<file path="src/rtl/assert_macros.svh">
// assertion helpers shared by the rtl of the arp reply host collector
// expects clk and rst_n in the scope where a macro is used
`ifndef ASSERT_MACROS_SVH
`define ASSERT_MACROS_SVH

// property that must hold at every edge out of reset
`define ASSERT_ALWAYS(label, expr, msg) \
    label: assert property (@(posedge clk) disable iff (!rst_n) (expr)) else $error(msg);

// same-cycle implication
`define ASSERT_IMPL(label, ante, cons, msg) \
    label: assert property (@(posedge clk) disable iff (!rst_n) (ante) |-> (cons)) \
        else $error(msg);

// next-cycle implication
`define ASSERT_NEXT(label, ante, cons, msg) \
    label: assert property (@(posedge clk) disable iff (!rst_n) (ante) |=> (cons)) \
        else $error(msg);

`endif

</file>
<file path="src/rtl/arphc_pkg.sv">
// shared types and constants for the arp reply host collector
// no dependencies
package arphc_pkg;

    localparam int TABLE_DEPTH  = 256;
    localparam int CELL_COUNT   = 8;
    localparam int CELL_ENTRIES = (TABLE_DEPTH + CELL_COUNT - 1) / CELL_COUNT;

    localparam int CID_W   = $clog2(CELL_COUNT);
    localparam int EIDX_W  = (CELL_ENTRIES > 1) ? $clog2(CELL_ENTRIES) : 1;
    localparam int GX_W    = $clog2(CELL_COUNT * CELL_ENTRIES) + 1;
    localparam int COUNT_W = $clog2(TABLE_DEPTH + 1);

    localparam int IP_W  = 32;
    localparam int MAC_W = 48;

    localparam logic [10:0] MIN_FRAME_LEN = 11'd42;
    localparam logic [15:0] ETHERTYPE_ARP = 16'h0806;
    localparam logic [15:0] OPCODE_REPLY  = 16'd2;

    // register index as decoded from paddr[2]
    localparam logic REG_OWN_IP = 1'b0;

    typedef enum logic [2:0] {
        ST_RECORDED  = 3'd0,
        ST_SHORT     = 3'd1,
        ST_NOT_ARP   = 3'd2,
        ST_NOT_REPLY = 3'd3,
        ST_OWN       = 3'd4,
        ST_DUPLICATE = 3'd5,
        ST_FULL      = 3'd6
    } status_t;

    typedef enum logic [1:0] {
        CS_IDLE,
        CS_SEARCH,
        CS_FINISH
    } ctrl_state_t;

    // lookup token that walks the cell chain
    typedef struct packed {
        logic            active;
        logic [IP_W-1:0] ip;
        logic            found;
        logic [GX_W-1:0] idx;
    } search_tok_t;

    // table write broadcast to all cells
    typedef struct packed {
        logic             en;
        logic [GX_W-1:0]  idx;
        logic [IP_W-1:0]  ip;
        logic [MAC_W-1:0] mac;
    } tbl_wr_t;

endpackage

</file>
<file path="src/rtl/arphc_cell.sv">
// one cell of the host table chain: a slice of stored hosts and a lookup stage
// depends on arphc_pkg
module arphc_cell
    import arphc_pkg::*;
(
    input  logic              clk,
    input  logic              rst_n,
    input  logic [CID_W-1:0]  cell_id,
    input  logic [GX_W-1:0]   fill,
    input  tbl_wr_t           wr,
    input  search_tok_t       tok_in,
    output search_tok_t       tok_out
);

    logic [IP_W-1:0]   ip_reg  [CELL_ENTRIES];
    logic [MAC_W-1:0]  mac_reg [CELL_ENTRIES];
    logic [GX_W-1:0]   base;
    logic [GX_W-1:0]   entry_gidx [CELL_ENTRIES];
    logic [CELL_ENTRIES-1:0] hit_vec;
    logic              hit_found;
    logic [EIDX_W-1:0] hit_e;
    search_tok_t       tok_reg;
    search_tok_t       tok_next;

    assign base = GX_W'(cell_id) * GX_W'(CELL_ENTRIES);

    always_comb
    begin
        for (int e = 0; e < CELL_ENTRIES; e++)
        begin
            entry_gidx[e] = base + GX_W'(e);
            // entries at or past the fill point were never written
            hit_vec[e] = (entry_gidx[e] < fill) && (ip_reg[e] == tok_in.ip);
        end
    end

    // lowest matching entry wins
    always_comb
    begin
        hit_found = 1'b0;
        hit_e     = '0;
        for (int e = CELL_ENTRIES - 1; e >= 0; e--)
        begin
            if (hit_vec[e])
            begin
                hit_found = 1'b1;
                hit_e     = EIDX_W'(e);
            end
        end
    end

    always_comb
    begin
        tok_next = tok_in;
        if (tok_in.active && !tok_in.found && hit_found)
        begin
            tok_next.found = 1'b1;
            tok_next.idx   = base + GX_W'(hit_e);
        end
    end

    always_ff @(posedge clk)
    begin
        for (int e = 0; e < CELL_ENTRIES; e++)
        begin
            if (wr.en && (wr.idx == entry_gidx[e]))
            begin
                ip_reg[e]  <= wr.ip;
                mac_reg[e] <= wr.mac;
            end
        end
    end

    always_ff @(posedge clk or negedge rst_n)
    begin
        if (!rst_n)
        begin
            tok_reg <= '0;
        end
        else
        begin
            tok_reg <= tok_next;
        end
    end

    assign tok_out = tok_reg;

endmodule

</file>
<file path="config.mk">
export PLATFORM = sky130hd
export DESIGN_NAME = arphc_cell
export DESIGN_NICKNAME = d
export VERILOG_FILES = /design/src/rtl/assert_macros.svh /design/src/rtl/arphc_pkg.sv /design/src/rtl/arphc_cell.sv
export SDC_FILE = /design/constraint.sdc
export NUM_CORES = 1
export LEC_CHECK = 0
export BUFFER_PORTS_ARGS = -buffer_cell sky130_fd_sc_hd__buf_2
export CORE_MARGIN = 2
export CORE_UTILIZATION = 40
export DETAILED_ROUTE_END_ITERATION = 7
export HOLD_SLACK_MARGIN = 0.05
export SLEW_MARGIN = 20
export SYNTH_ARGS = -nofsm -noshare
export SYNTH_HDL_FRONTEND = slang
export SYNTH_SLANG_ARGS = --single-unit
</file>
<file path="constraint.sdc">
create_clock -name clk -period 3 [get_ports clk]
set_clock_uncertainty 0.2 [all_clocks]
set_input_delay 0.3 -clock clk [delete_from_list [all_inputs] [get_ports clk]]
set_output_delay 0.3 -clock clk [all_outputs]
set_load 0.02 [all_outputs]
</file>
==> out/results.ini <==
[clock_tree]
htreeDepth = 3
worstSkewPairLatency_ps = 710
cts_buffer_depth = 3
root_buffer = clkbuf_16
cts_inserted_buffers = 112
path_clk_slew_ps = 60
clock-sinks = 1067
tritoncts = yes

[pwr]
cellPowerDensity_nw_per_um2 = 589
peakVddDrop_uv = 550
finalPower_w = 0.0334
p_leak_nw = 19.4

[timing]
slew_violations = 0
tightestPinTransition_ps = 1140
rsz0062_at_grt = true
setup_viol = 9
whs_ps = 61.1
maxSlewHeadroom_pct = 23.9
fmax_mhz = 300
hold_violations = 0
finalWorstSetupSlack_ps = -329
finalWorstPathRequiredPeriod_ps = 3330
fin_crit_sh_pct = 111

[grt]
grt_overflow_total = 0
grt_pass1_vias = 27800
antenna_found_initial = 15
grt_pass1_wl_mm = 228
grt_max_degree = 34
grt.total_usage_pct = 28.6

[synthesis]
ys_seq_area_share_pct = 70.0
ys_warn_count = 0
synth_compound_area_share_pct = 1.10
synth-simple-area-share_pct = 6.23
synth_top_cells_by_count = edfxtp_1 (1024), xor2_1 (643), xnor2_1 (384)
synth-seq-cells = 1067
synth_mux_area_share_pct = 0.0743
synthTopCellsByArea = edfxtp_1 (68%), xor2_1 (12%), xnor2_1 (7.4%)
avgSynthCellArea_um2 = 16.3
synth.most_common_cell = edfxtp_1
syn-num-nets = 2947
synth-async-reset-ratio_pct = 4.03
synth-edff-count = 1024
yosys.area_share.xor_xnor_pct = 19.8
yosysTopAreaCell = edfxtp_1
synth-adder-area-share_pct = 0.110
syn-instance-count = 2796
syn-cell-area_um2 = 45500
synth_top_family_by_area = XOR/XNOR gates
synth_ff_type = edfxtp_1
ys_types = 59
synth_top_area_share_pct = 67.6

[run_status]
status = finished with violations
violations = negative setup slack

[critical_path]
crit_type = reg -> reg
arrival_ps = 3720
required_ps = 3390
start_kind = register
crit_path_max_fanout = 7
cp-end-kind = register

[min_path]
hp-class = in -> async

[final_layout]
final_core_util_pct = 50.3
largest_reg_flops = 1024
syn2layout_area_growth_pct = 24.7
layout.cells.non_filler = 5066
nNetsFinal = 3620
drive_gt1_share_pct = 24.9
fillCellCount = 9522

[routing]
routedWlPerCell_um = 33.1
drtPass1Iterations = 5
wl_mm = 167
ant_nets = 0
drt-initial-drc-count = 3821
route.detailed.drc = 0
viasPerCell = 5.62
dr_total_vias = 28500

[floorplanning]
io_pins = 190
initial_core_util_pct = 40.4
dieArea_um2 = 116000
coreArea_um2 = 113000
die_x_um = 341
die_height_um = 341
rows = 123

[placed_design]
dp_cells = 4786
place_congestion = 0.947
dp_hpwl_mm = 111
io_buffers = 141

[job]
cap_violations = 0

-- placed cells by master (no fill, tap or decap), types with 33 or more instances in the layout --
cell type / Yosys / layout
clkbuf_16: 0 / 116
dfrtp_1: 43 / 43
buf_12: 2 / 107
buf_4: 26 / 383
nor4_1: 182 / 165
dlygate4sd3_1: 0 / 67
xnor2_1: 384 / 384
clkbuf_1: 8 / 33
xor2_1: 643 / 642
nand4_1: 137 / 137
edfxtp_1: 1024 / 1024
buf_2: 37 / 141
-- worst paths after layout --
check / start / cells after the start / end / slack [ps]
hold reg to reg: ip_reg[0][448] / 8 / tok_out[0] / 910
hold / removal: rst_n / 2 / tok_out[11] / 60
min in group clk: wr[72] / 1 / ip_reg[0][472] / 110
setup reg to reg: ip_reg[1][27] / 11 / tok_out[6] / -330
setup / recovery: ip_reg[1][27] / 11 / tok_out[6] / -330
max in group asynchronous: rst_n / 3 / tok_out[5] / 1710
-- logic make-up after synthesis --
| logic type | Yosys count |
|---|---|
| adders and majority gates | 4 |
| and+or+nand+nor | 479 |
| AOI/OAI and AO/OA | 67 |
| muxes | 3 |
| buffers and inverters | 149 |
| xor gates and xnor gates | 1027 |
| DFF | 1067 |
-- area by class of cell --
type / count / area, µm² / area share [%]
Timing Repair Buffer: 698 / 6390 / 11.3
Clock buffer: 159 / 3160 / 5.58
Tap cell: 1500 / 1880 / 3.31
Sequential cell: 1067 / 31800 / 56.1
Clock inverter: 51 / 584 / 1.03
Inverter: 9 / 33.8 / 0.0596
Antenna cell: 1 / 2.50 / 0.00441
Multi-Input combinational cell: 1581 / 12800 / 22.6
-- metrics by stage --
stage	worst slack (ps)	TNS, ps	instance area [µm²]
6_report	-329	-2420	56700
5_1_grt	-350	-2850	56700
4_1_cts	-308	-2340	56500
3_5_place_dp	-1280	-11350	52000
3_3_place_gp	-1220	-11130	52000
2_1_floorplan	-185	-96770	45500
-- power by group --
part	total [W]	internal, W	leakage (nW)	switching [W]
combinational	0.00281	0.000982	7.90	0.00183
clock	0.0142	0.00828	1.83	0.00589
sequential	0.0164	0.0164	9.70	0.0000192
-- layer usage --
metal	track usage, %	wire [µm]
met1	40.6	68200
met2	45.4	77600
met3	4.35	16200
met4	8.47	5510
met5	0	0
-- critical path, stage by stage, from the launching register on --
cell and delay, ps:
edfxtp_1 380, xor2_1 170, nor4_2 360, buf_4 170, nand4_1 220, buf_4 240, a2111oi_4 350, buf_4 190
nor4_2 60, and3_4 200, a41o_4 370, mux2_2 300
-- repair_timing --
action | 4_1_cts | 5_1_grt
buffers inserted | 1 | 0
endpoints found under the hold margin | 348 | 4
hold buffers | 66 | 1
resized for setup | 22 | 24
cloned | 1 | 0
pin swaps | 8 | 8
setup endpoints to repair | 10 | 10
Note: power is estimated with default switching activity, not from simulation.
